--- src/rtl/pds_pkg.sv ---
// Types, constants and helper functions shared by the derivative smoother.
`timescale 1ns / 1ps
`default_nettype none
package pds_pkg;

  localparam int NumVehicles = 16;
  localparam int MaxSpan = 16;
  localparam int VehW = $clog2(NumVehicles);
  localparam int SlotW = $clog2(MaxSpan);
  localparam int AxisW = 2;
  localparam int SpanW = 5;
  localparam int HistAddrW = VehW + SlotW + AxisW;
  localparam int StateAddrW = VehW + AxisW;
  localparam int DivNumW = 48;
  localparam int DivDenW = 32;

  localparam logic [31:0] QMax = 32'h7FFF_FFFF;
  localparam logic [31:0] QMin = 32'h8000_0000;

  localparam logic [0:0] RegVelocitySpan = 1'b0;
  localparam logic [0:0] RegAccelSpan = 1'b1;
  localparam logic [SpanW-1:0] SpanReset = 5'd10;

  typedef struct packed {
    logic [3:0] vehicle;
    logic signed [31:0] pos_x;
    logic signed [31:0] pos_y;
    logic signed [31:0] pos_z;
    logic [31:0] elapsed;
  } sample_t;

  typedef struct packed {
    logic [3:0] vehicle_out;
    logic signed [31:0] vel_x;
    logic signed [31:0] vel_y;
    logic signed [31:0] vel_z;
    logic signed [31:0] acc_x;
    logic signed [31:0] acc_y;
    logic signed [31:0] acc_z;
    logic saturated;
  } result_t;

  typedef struct packed {
    logic sat;
    logic [31:0] val;
  } qval_t;

  typedef enum logic [3:0] {
    S_CLEAR,
    S_IDLE,
    S_READ,
    S_LOAD,
    S_START,
    S_WAIT,
    S_POST,
    S_WRITE,
    S_OUT
  } seq_state_t;

  function automatic logic [SpanW-1:0] eff_span(input logic [SpanW-1:0] s);
    logic [SpanW-1:0] r;
    r = s;
    if (s == '0) begin
      r = SpanW'(1);
    end else if (s > SpanW'(MaxSpan)) begin
      r = SpanW'(MaxSpan);
    end
    return r;
  endfunction

  function automatic logic [SlotW-1:0] next_slot(input logic [SlotW-1:0] slot,
                                                 input logic [SpanW-1:0] span);
    logic [SpanW-1:0] n;
    n = SpanW'(slot) + SpanW'(1);
    return (n >= span) ? '0 : n[SlotW-1:0];
  endfunction

  function automatic qval_t qfix(input logic neg, input logic zero, input logic dtz,
                                 input logic [DivNumW-1:0] q);
    qval_t r;
    r.sat = 1'b0;
    r.val = q[31:0];
    if (dtz) begin
      r.sat = 1'b1;
      r.val = zero ? 32'd0 : (neg ? QMin : QMax);
    end else if (neg) begin
      if (q > DivNumW'(33'h1_0000_0000 >> 1)) begin
        r.sat = 1'b1;
        r.val = QMin;
      end else begin
        r.val = 32'd0 - q[31:0];
      end
    end else if (q > DivNumW'(QMax)) begin
      r.sat = 1'b1;
      r.val = QMax;
    end
    return r;
  endfunction

  function automatic qval_t clamp34(input logic signed [33:0] t);
    qval_t r;
    r.sat = 1'b0;
    r.val = t[31:0];
    if (t > $signed({2'b00, QMax})) begin
      r.sat = 1'b1;
      r.val = QMax;
    end else if (t < $signed({2'b11, QMin})) begin
      r.sat = 1'b1;
      r.val = QMin;
    end
    return r;
  endfunction

endpackage
`default_nettype wire

--- src/rtl/pds_div.sv ---
// Shared restoring divider that produces one quotient bit per cycle.
`timescale 1ns / 1ps
`default_nettype none
module pds_div
  import pds_pkg::*;
(
  input  wire logic               clk,
  input  wire logic               rst,
  input  wire logic               start,
  input  wire logic [DivNumW-1:0] dividend,
  input  wire logic [DivDenW-1:0] divisor,
  output logic                    done,
  output logic [DivNumW-1:0]      quotient
);

  localparam int CntW = $clog2(DivNumW + 1);

  logic [DivDenW-1:0] rem;
  logic [DivDenW-1:0] den;
  logic [CntW-1:0] cnt;
  logic run;
  logic [DivDenW:0] shifted;
  logic take;

  always_comb begin
    shifted = {rem, quotient[DivNumW-1]};
    take = shifted >= {1'b0, den};
  end

  always_ff @(posedge clk) begin
    if (rst) begin
      run <= 1'b0;
      done <= 1'b0;
      cnt <= '0;
    end else begin
      done <= 1'b0;
      if (start) begin
        run <= 1'b1;
        cnt <= CntW'(DivNumW);
      end else if (run) begin
        cnt <= cnt - CntW'(1);
        if (cnt == CntW'(1)) begin
          run <= 1'b0;
          done <= 1'b1;
        end
      end
    end
  end

  always_ff @(posedge clk) begin
    if (start) begin
      quotient <= dividend;
      den <= divisor;
      rem <= '0;
    end else if (run) begin
      quotient <= {quotient[DivNumW-2:0], take};
      rem <= take ? DivDenW'(shifted - {1'b0, den}) : shifted[DivDenW-1:0];
    end
  end

endmodule
`default_nettype wire

--- config.mk ---
export PLATFORM = sky130hd
export DESIGN_NAME = pds_div
export DESIGN_NICKNAME = d
export VERILOG_FILES = /design/src/rtl/pds_pkg.sv /design/src/rtl/pds_div.sv
export SDC_FILE = /design/constraint.sdc
export NUM_CORES = 1
export LEC_CHECK = 0
export BUFFER_PORTS_ARGS = -buffer_cell sky130_fd_sc_hd__buf_2
export CAP_MARGIN = 5
export CORE_MARGIN = 10
export CORE_UTILIZATION = 44
export CTS_BUF_LIST = sky130_fd_sc_hd__clkbuf_16
export DETAILED_ROUTE_END_ITERATION = 8
export HOLD_SLACK_MARGIN = 0.15
export PLACE_DENSITY = 0.66
export SLEW_MARGIN = 20
export SYNTH_ARGS = -nofsm -noshare
export SYNTH_HDL_FRONTEND = slang
export SYNTH_SLANG_ARGS = --single-unit
--- constraint.sdc ---
create_clock -name clk -period 3.65 [get_ports clk]
set_input_delay 0.73 -clock clk [delete_from_list [all_inputs] [get_ports clk]]
set_output_delay 0.73 -clock clk [all_outputs]
set_load 0.01 [all_outputs]
# [Word level (Yosys, flattened, before mapping)]
# Cells that the tools add are included.
[totals] ff_bits=120 inputBits=83 out_inout_bits=49 elab_cells=24
[op_classes] n_addsub=2 n_lt_le_gt_ge=1 n_eq_ne=1 muxes=9 bitwise=1 n_reduce_logical=3
[op_table] op="48-bit two-way mux" count=2
[op_table] op="33-bit by 32-bit >= comparator with 1-bit output" count=1
[op_table] op="32-bit two-way mux" count=1
[op_table] op="32-bit subtractor" count=1
[op_table] op="6-bit two-way mux" count=2
[op_table] op="6-bit by 1-bit equality test with 1-bit output, second input constant" count=1
[op_table] op="6-bit by 1-bit subtractor with 6-bit output, second input constant" count=1
[op_table] op="1-bit two-way mux" count=4
[op_table] op="3-bit OR reduction" count=1
[op_table] op="2-bit nonzero test" count=1
[op_table] op="2-bit OR reduction" count=1
[op_table] op="1-bit inverter" count=1

# [Longest topological paths before layout]
# Gate-level depths: netlist (run 1).
[logic_depth] depth_word=4 mapped_depth=13 depth_no_buf=11

# [Worst setup path after synthesis (run 1)]
# Ideal clock, no wire load.
[synth_timing] path_type="reg-to-reg" startpoint="register den[26]" endpoint="register rem[31]" setup_ps=91 arrival_ps=2773 required_time_ps=3559 path_slack_ps=786 stages_incl_launch_ff=12 n_path_buf=1 period_less_slack_ps=2864 path_cell_list="edfxtp_1 -> inv_1 -> ha_1 -> buf_2 -> nand4_2 -> or4_1 -> or4_1 -> o21ai_1 -> a2111o_1 -> a21oi_2 -> a2111o_1 -> a311oi_1"
[synth_between] elab_chain_len=2 word_cells_on_any_way=3 classes_between="1 x add/sub; 1 x order compare; 1 x mux"
[synth_lines] element="start, declared" line="pds_div.sv:19" source="logic [DivDenW-1:0] den;"
[synth_lines] element="start signal, assigned" line="pds_div.sv:53" source="den <= divisor;"
[synth_lines] element="32-bit subtractor or 33-bit by 32-bit >= comparator with 1-bit output (tied branches)" line="pds_div.sv:57, pds_div.sv:27"
[synth_lines] element="32-bit two-way mux *" line="pds_div.sv:57" source="rem <= take ? DivDenW'(shifted - {1'b0, den}) : shifted[DivDenW-1:0];"
[synth_lines] element="end signal, assigned" line="pds_div.sv:57"
[synth_lines] element="end, declared" line="pds_div.sv:18" source="logic [DivDenW-1:0] rem;"
# Mark *: on every way between the ends. The rest lies on a longest branch, timed or not.
# A chain may end at the register's enable or synchronous reset.

# [Worst setup path in the final report (run 1)]
[layout_timing] startpoint="register den[27]" endpoint="register rem[15]"
[layout_between] elab_chain_len=2
[layout_lines] element="33-bit by 32-bit >= comparator with 1-bit output" line="pds_div.sv:27" source="take = shifted >= {1'b0, den};"
[layout_lines] element="32-bit two-way mux" line="pds_div.sv:57"
# Every way passes these cells.

==> results of run 1 <==
==> flip-flops by register name (all words and copies together), names as in the netlist <==
name / cells
den: 32
rem: 32
done: 1
quotient: 48
cnt: 6
run: 1
==> stage by stage <==
step / power [mW] / hold slack (ns) / cell area [um2]
after global routing: 4.52 / 0.461 / 8200
after floorplan: 2.36 / 0.461 / 6810
after detailed placement: 2.63 / 0.478 / 7610
after global placement: 2.61 / 0.478 / 7610
after CTS: 4.33 / 0.460 / 8200
final: 4.29 / 0.482 / 8200
==> worst max path at each step <==
stage                            to  slack [ns]         startpoint  cells after the start
3_3_place_gp   rem[15]$_SDFFE_PP0P_        0.47  den[27]$_DFFE_PP_                     11
3_5_place_dp   rem[11]$_SDFFE_PP0P_        0.37  den[27]$_DFFE_PP_                     11
5_1_grt         rem[2]$_SDFFE_PP0P_        0.05  den[27]$_DFFE_PP_                     11
4_1_cts        rem[14]$_SDFFE_PP0P_        0.33  den[27]$_DFFE_PP_                     11
6_report       rem[15]$_SDFFE_PP0P_        0.32  den[27]$_DFFE_PP_                     11
2_1_floorplan  rem[31]$_SDFFE_PP0P_        0.79  den[26]$_DFFE_PP_                     11
==> layout by cell type (no fill, tap or decap), drive strengths merged, types with 3 or more instances in the layout <==
cell type | synthesis | layout
nor4 | 3 | 3
a21boi | 3 | 3
a31oi | 7 | 7
nor2 | 57 | 57
a211oi | 19 | 19
ha | 34 | 34
o21ai | 23 | 23
nor3 | 8 | 8
or3 | 6 | 6
o21a | 7 | 7
nand4b | 5 | 5
nand3 | 13 | 13
nand4 | 7 | 7
buf | 8 | 137
dfxtp | 40 | 40
nor4b | 4 | 4
clkinv | 0 | 4
xor2 | 10 | 10
nand2b | 8 | 8
nor2b | 11 | 11
or4 | 3 | 3
a2111o | 4 | 4
a311oi | 10 | 10
xnor2 | 13 | 13
mux2 | 50 | 50
edfxtp | 80 | 80
mux2i | 17 | 17
o211ai | 5 | 5
o21bai | 4 | 4
clkbuf | 26 | 17
a21oi | 33 | 33
nand2 | 44 | 44
a21o | 17 | 17
and3 | 4 | 4
inv | 42 | 49
==> metal layers <==
metal	track usage	part of all wire
met1	0.205	0.44
met3	0.0813	0.097
met5	0	0.00077
met2	0.253	0.45
met4	0.0564	0.014
==> cells by family after synthesis <==
kind of cell,Yosys count,synth area share
XOR/XNOR,23,0.0296
multiplexers,67,0.108
AND/OR/NAND/NOR,177,0.127
buffers and inverters,76,0.0469
AO/OA/AOI/OAI,151,0.153
adder cells (fa/ha/maj),35,0.0655
flip-flops,120,0.471
==> cell type report <==
class | instances | area (um2) | area share
clock buffer | 17 | 425 | 0.0519
sequential | 120 | 3200 | 0.391
tap | 188 | 235 | 0.0287
clock inverter | 15 | 165 | 0.0201
inverter | 42 | 158 | 0.0192
antenna | 1 | 2.50 | 0.000305
timing repair buffer | 137 | 728 | 0.0888
multi-input combinational | 453 | 3290 | 0.400
==> report_power, final <==
group,switching [mW],internal [mW]
Sequential,0.0751,1.60
Combinational,0.525,0.413
Clock,0.664,1.02
Total,1.26,3.03
==> metrics, run 1 <==
count of final hold-check violations=0; I/O pin count=roughly 130; Final setup viols=0; synth cell count leaders=edfxtp_1 (80), nor2_1 (57), mux2_2 (50); clock sink count=120; Worst EP required=3.91 ns; Critical R2R Capture=rem[15]$_SDFFE_PP0P_; hold depth=1; gr usage total=0.168; pwr/cell area=523 nW/um2; Max Cap Viol=0; Max Freq=300 MHz; CP max stage delay=around 0.54 ns; final worst slack=0.319 ns; Synth Flop Type=edfxtp_1; H-tree levels=4; Synth Area per Inst=10.5 um2; GRT overflow=0; Crit Path Class=flop to flop; clk root buf=clkbuf_16; Worst Reg-to-Reg Cells=11; number of global-route vias before repair=~5600; # rows=45; largest area contributor in the netlist=edfxtp_1; Final Util=0.540; skew final=0.00989 ns; P_leak=3.49 nW; Synth area leaders=edfxtp_1 (35%), dfxtp_1 (12%), mux2_2 (8.3%); Post-DP HPWL=12200 um; pin count of the biggest net entering global routing=125; R2R setup slack=approximately 0.32 ns; register bit total from synthesis=120; worst hold path type=input pin to flop; Hold Path End=den[30]$_DFFE_PP_; die height=144 um; CTS Buf Count=17; setup TNS=0 ns; insertion delay of the later-clocked pin in the worst-skew pair=0.42 ns; Syn Inst Count=649; antenna violations before repair=1; layout cells sized above 1=0.287; Synth Net Count=767; fin. max-slew vios=0; Routed WL=roughly 17000 um; Max-slew headroom=0.554; Vias/cell=5.55; Final #Nets=around 890; fillers=1356; dpl cells=940; min cycle time layout=3.33 ns; outcome=finished, final reports clean; drt first pass iters=4; antenna-violating nets left=0; count of buffer and inverter cells on the critical path=2; DRC viols=0; number of synthesized flops with an enable pin=80; Resize count post-CTS=0; CP top delay family=simple AND/OR/NAND/NOR gates; CP Max Fanout=16; pre-CTS setup slack=around 0.37 ns; min-delay src=divisor[30]; most common cell in the synthesized netlist=edfxtp_1; DIE AREA=between 20000 and 25000 um2; TritonCTS clock tree=yes; Critical Path Slowest Stage Cell=or4_1; Vias=5397; unrepaired setup endpoints after global routing=no; worst path arrival time=3.59 ns; die width=144 um; Cell variety after synth=60; first-pass GRT wire length=around 28000 um; post-CTS setup buffers=0; hold_buf cts=0; cell area after synthesis=6810 um2; Synthesis Warnings=0; CP startpoint kind=flop; register area share after synthesis=0.471; core area=15200 um2; top-area cell type share of the netlist area=0.353; clk buf depth=2; Critical Path, Cell by Cell=inv_1 > ha_1 > nand4_2 > or4_1 > or4_1 > o21ai_1 > a2111o_1 > a21o_2 > buf_12 > mux2i_1 > a211oi_1; Final Instance Count excl. Fillers=just under 1000; initial drt markers=441; Worst-path clk slew=0.06 ns; CP endpoint kind=flop; Reg-to-Reg Start=den[27]$_DFFE_PP_; Peak VDD IR=0.000358 V; worst-margin pin slew=0.669 ns; port bufs=131; Initial Util=0.448; asr flop ratio synth=0; Avg WL per Cell=approximately 17 um; period utilization=0.913; RD Place Congestion=0.917; area delta synth->final=20.6%; most frequent cell on the critical path=or4_1
Power figures use the tool's default switching activity.
==> run 2: changes to the inputs <==
--- a/config.mk
+++ b/config.mk
@@ -12,7 +12,7 @@
 export CTS_BUF_LIST = sky130_fd_sc_hd__clkbuf_16
 export DETAILED_ROUTE_END_ITERATION = 8
 export HOLD_SLACK_MARGIN = 0.15
-export PLACE_DENSITY = 0.66
+export PLACE_DENSITY = 0.7
 export SLEW_MARGIN = 20
 export SYNTH_ARGS = -nofsm -noshare
 export SYNTH_HDL_FRONTEND = slang
==> metrics, run 2 (synthesis gave the netlist of run 1 again) <==
Fin Hold WS=0.477 ns (-0.00506 ns); Inserted Diodes=0 (-1); worst-margin pin slew=0.717 ns (+0.0482 ns); pre-CTS setup slack=0.390 ns (+0.0178 ns); most frequent cells in the layout=buf_2 (130), edfxtp_1 (80), nor2_1 (57); P_leak=3.51 nW (+0.51%); R2R setup slack=0.33 ns (about the same); Max Freq=301 MHz (+0.34%); count of final hold-check violations=0 (unchanged); antenna-violating nets left=0 (unchanged); Final setup viols=0 (unchanged); Worst EP required=3.99 ns (+0.08 ns); drt first pass iters=5 (+1); Psw=1.27 mW (+0.41%); Resize count post-CTS=0 (unchanged); TritonCTS clock tree=yes; first-pass GRT wire length=28200 um (+1.1%); H-tree levels=4 (unchanged); worst setup path startpoint=den[27]$_DFFE_PP_; initial drt markers=452 (+2.5%); pin count of the biggest net entering global routing=80 (-36%); Clk pwr share=0.391 (about the same); DRC viols=0 (unchanged); clock sink count=120 (unchanged); CP Max Fanout=12 (-4); Crit Path Class=flop to flop; dpl cells=944 (+0.43%); min cycle time layout=3.32 ns (-0.0112 ns); # rows=45 (unchanged); unrepaired setup endpoints after global routing=no; hold_buf cts=0 (unchanged); met2 routed WL=7830 um (+2.6%); GRT overflow=0 (unchanged); Post-DP HPWL=12700 um (+4.1%); I/O pin count=132 (unchanged); DRT met1 WL=7300 um (-0.84%); core area=15200 um2 (unchanged); insertion delay of the later-clocked pin in the worst-skew pair=0.42 ns (about the same); Final Instance Count excl. Fillers=976 (+0.31%); fin. max-slew vios=0 (unchanged); post-CTS setup buffers=0 (unchanged); Net Sw Frac=0.295 (+0.000905); area delta synth->final=20.7%; antenna violations before repair=1 (unchanged); Worst-path clk slew=0.06 ns (about the same); skew final=0.0107 ns (+0.000834 ns); Pint=3.03 mW (about the same); total power=4.30 mW (+0.10%); Top reg by flops=quotient; worst hold path type=input pin to flop; Routed WL=17100 um (+1.3%); Hold Path End=den[6]$_DFFE_PP_; period utilization=0.910 (-0.00307); worst path arrival time=3.66 ns (+0.07 ns); Vias/cell=5.59 (+0.80%); Reg-to-Reg Start=den[27]$_DFFE_PP_; CTS Buf Count=17 (unchanged); max reg flops=48 (unchanged); RD Place Congestion=0.968 (+5.5%); die height=144 um (unchanged); Initial Util=0.448 (unchanged); Final #Nets=893 (+0.45%); sequential share of power=0.391 (about the same); min-delay src=divisor[6]; Comb power frac=0.218 (about the same); DIE AREA=20800 um2 (unchanged); number of global-route vias before repair=5605 (+0.14%); met3 routed wirelength=1690 um (+3.1%); CP startpoint kind=flop; Avg WL per Cell=17.5 um (+0.96%); hold depth=1 (unchanged); CP endpoint kind=flop; layout cells sized above 1=0.291 (+0.00362); most common cell after layout, fill and taps aside=buf_2; clk buf depth=2 (unchanged); pwr/cell area=523 nW/um2 (about the same); Critical R2R Capture=rem[1]$_SDFFE_PP0P_; Vias=5457 (+1.1%); top flop regs=quotient (48), den (32), rem (32); setup TNS=0 ns (unchanged); Worst Reg-to-Reg Cells=11 (unchanged); final worst slack=0.330 ns (+0.0112 ns); port bufs=131 (unchanged); Max-slew headroom=0.522 (-0.0322); gr usage total=0.171 (+0.00333); max layer used=met4; die width=144 um (unchanged); Max Cap Viol=0 (unchanged); clk root buf=clkbuf_16; Peak VDD IR=0.000319 V (-11%); outcome=finished, final reports clean
[run 2: area by class of cell]
class                   instances  area, um2
clock buffers                  17        425
clock inverters                15        164
fillers                      1324       6990
inverters                      42        158
multi-input cells             453       3280
flip-flops and latches        120       3200
well taps                     188        235
repair buffers                141        746
[run 2: power groups by stage]
| stage | clock network, mW | logic [mW] | registers, mW |
|---|---|---|---|
| after floorplan | 0 | 0.652 | 1.71 |
| after global placement | 0 | 0.904 | 1.70 |
| after detailed placement | 0 | 0.929 | 1.70 |
| after CTS | 1.72 | 0.933 | 1.68 |
| after global routing | 1.78 | 1.04 | 1.70 |
| final | 1.68 | 0.935 | 1.68 |
[run 2: critical path, cell delays in order (launching register included)]
cell and delay, ns:
edfxtp_1 0.33, inv_1 0.05, ha_1 0.47, nand4_2 0.20, or4_1 0.54, or4_1 0.42, o21ai_1 0.18, a2111o_1 0.21
a21o_2 0.12, buf_4 0.24, mux2_2 0.36, o22ai_1 0.13
[run 2: routing by layer]
layer / global-route usage / up-vias
li1: - / 2662
met1: 0.203 / 2559
met2: 0.264 / 210
met3: 0.0827 / 26
met4: 0.0601 / 0
met5: 0 / -
[run 2: how the worst max path moves through the flow]
stage                            to  cells after the start
2_1_floorplan  rem[31]$_SDFFE_PP0P_                     11
3_3_place_gp    rem[1]$_SDFFE_PP0P_                     11
3_5_place_dp    rem[1]$_SDFFE_PP0P_                     11
4_1_cts         rem[1]$_SDFFE_PP0P_                     11
5_1_grt         rem[1]$_SDFFE_PP0P_                     11
6_report        rem[1]$_SDFFE_PP0P_                     11
[run 2: metrics by stage]
step / instance area [um2] / utilization
6_report: 8220 / 0.540
5_1_grt: 8220 / 0.540
4_1_cts: 8220 / 0.540
3_5_place_dp: 7630 / 0.502
3_3_place_gp: 7630 / 0.502
2_1_floorplan: 6810 / -
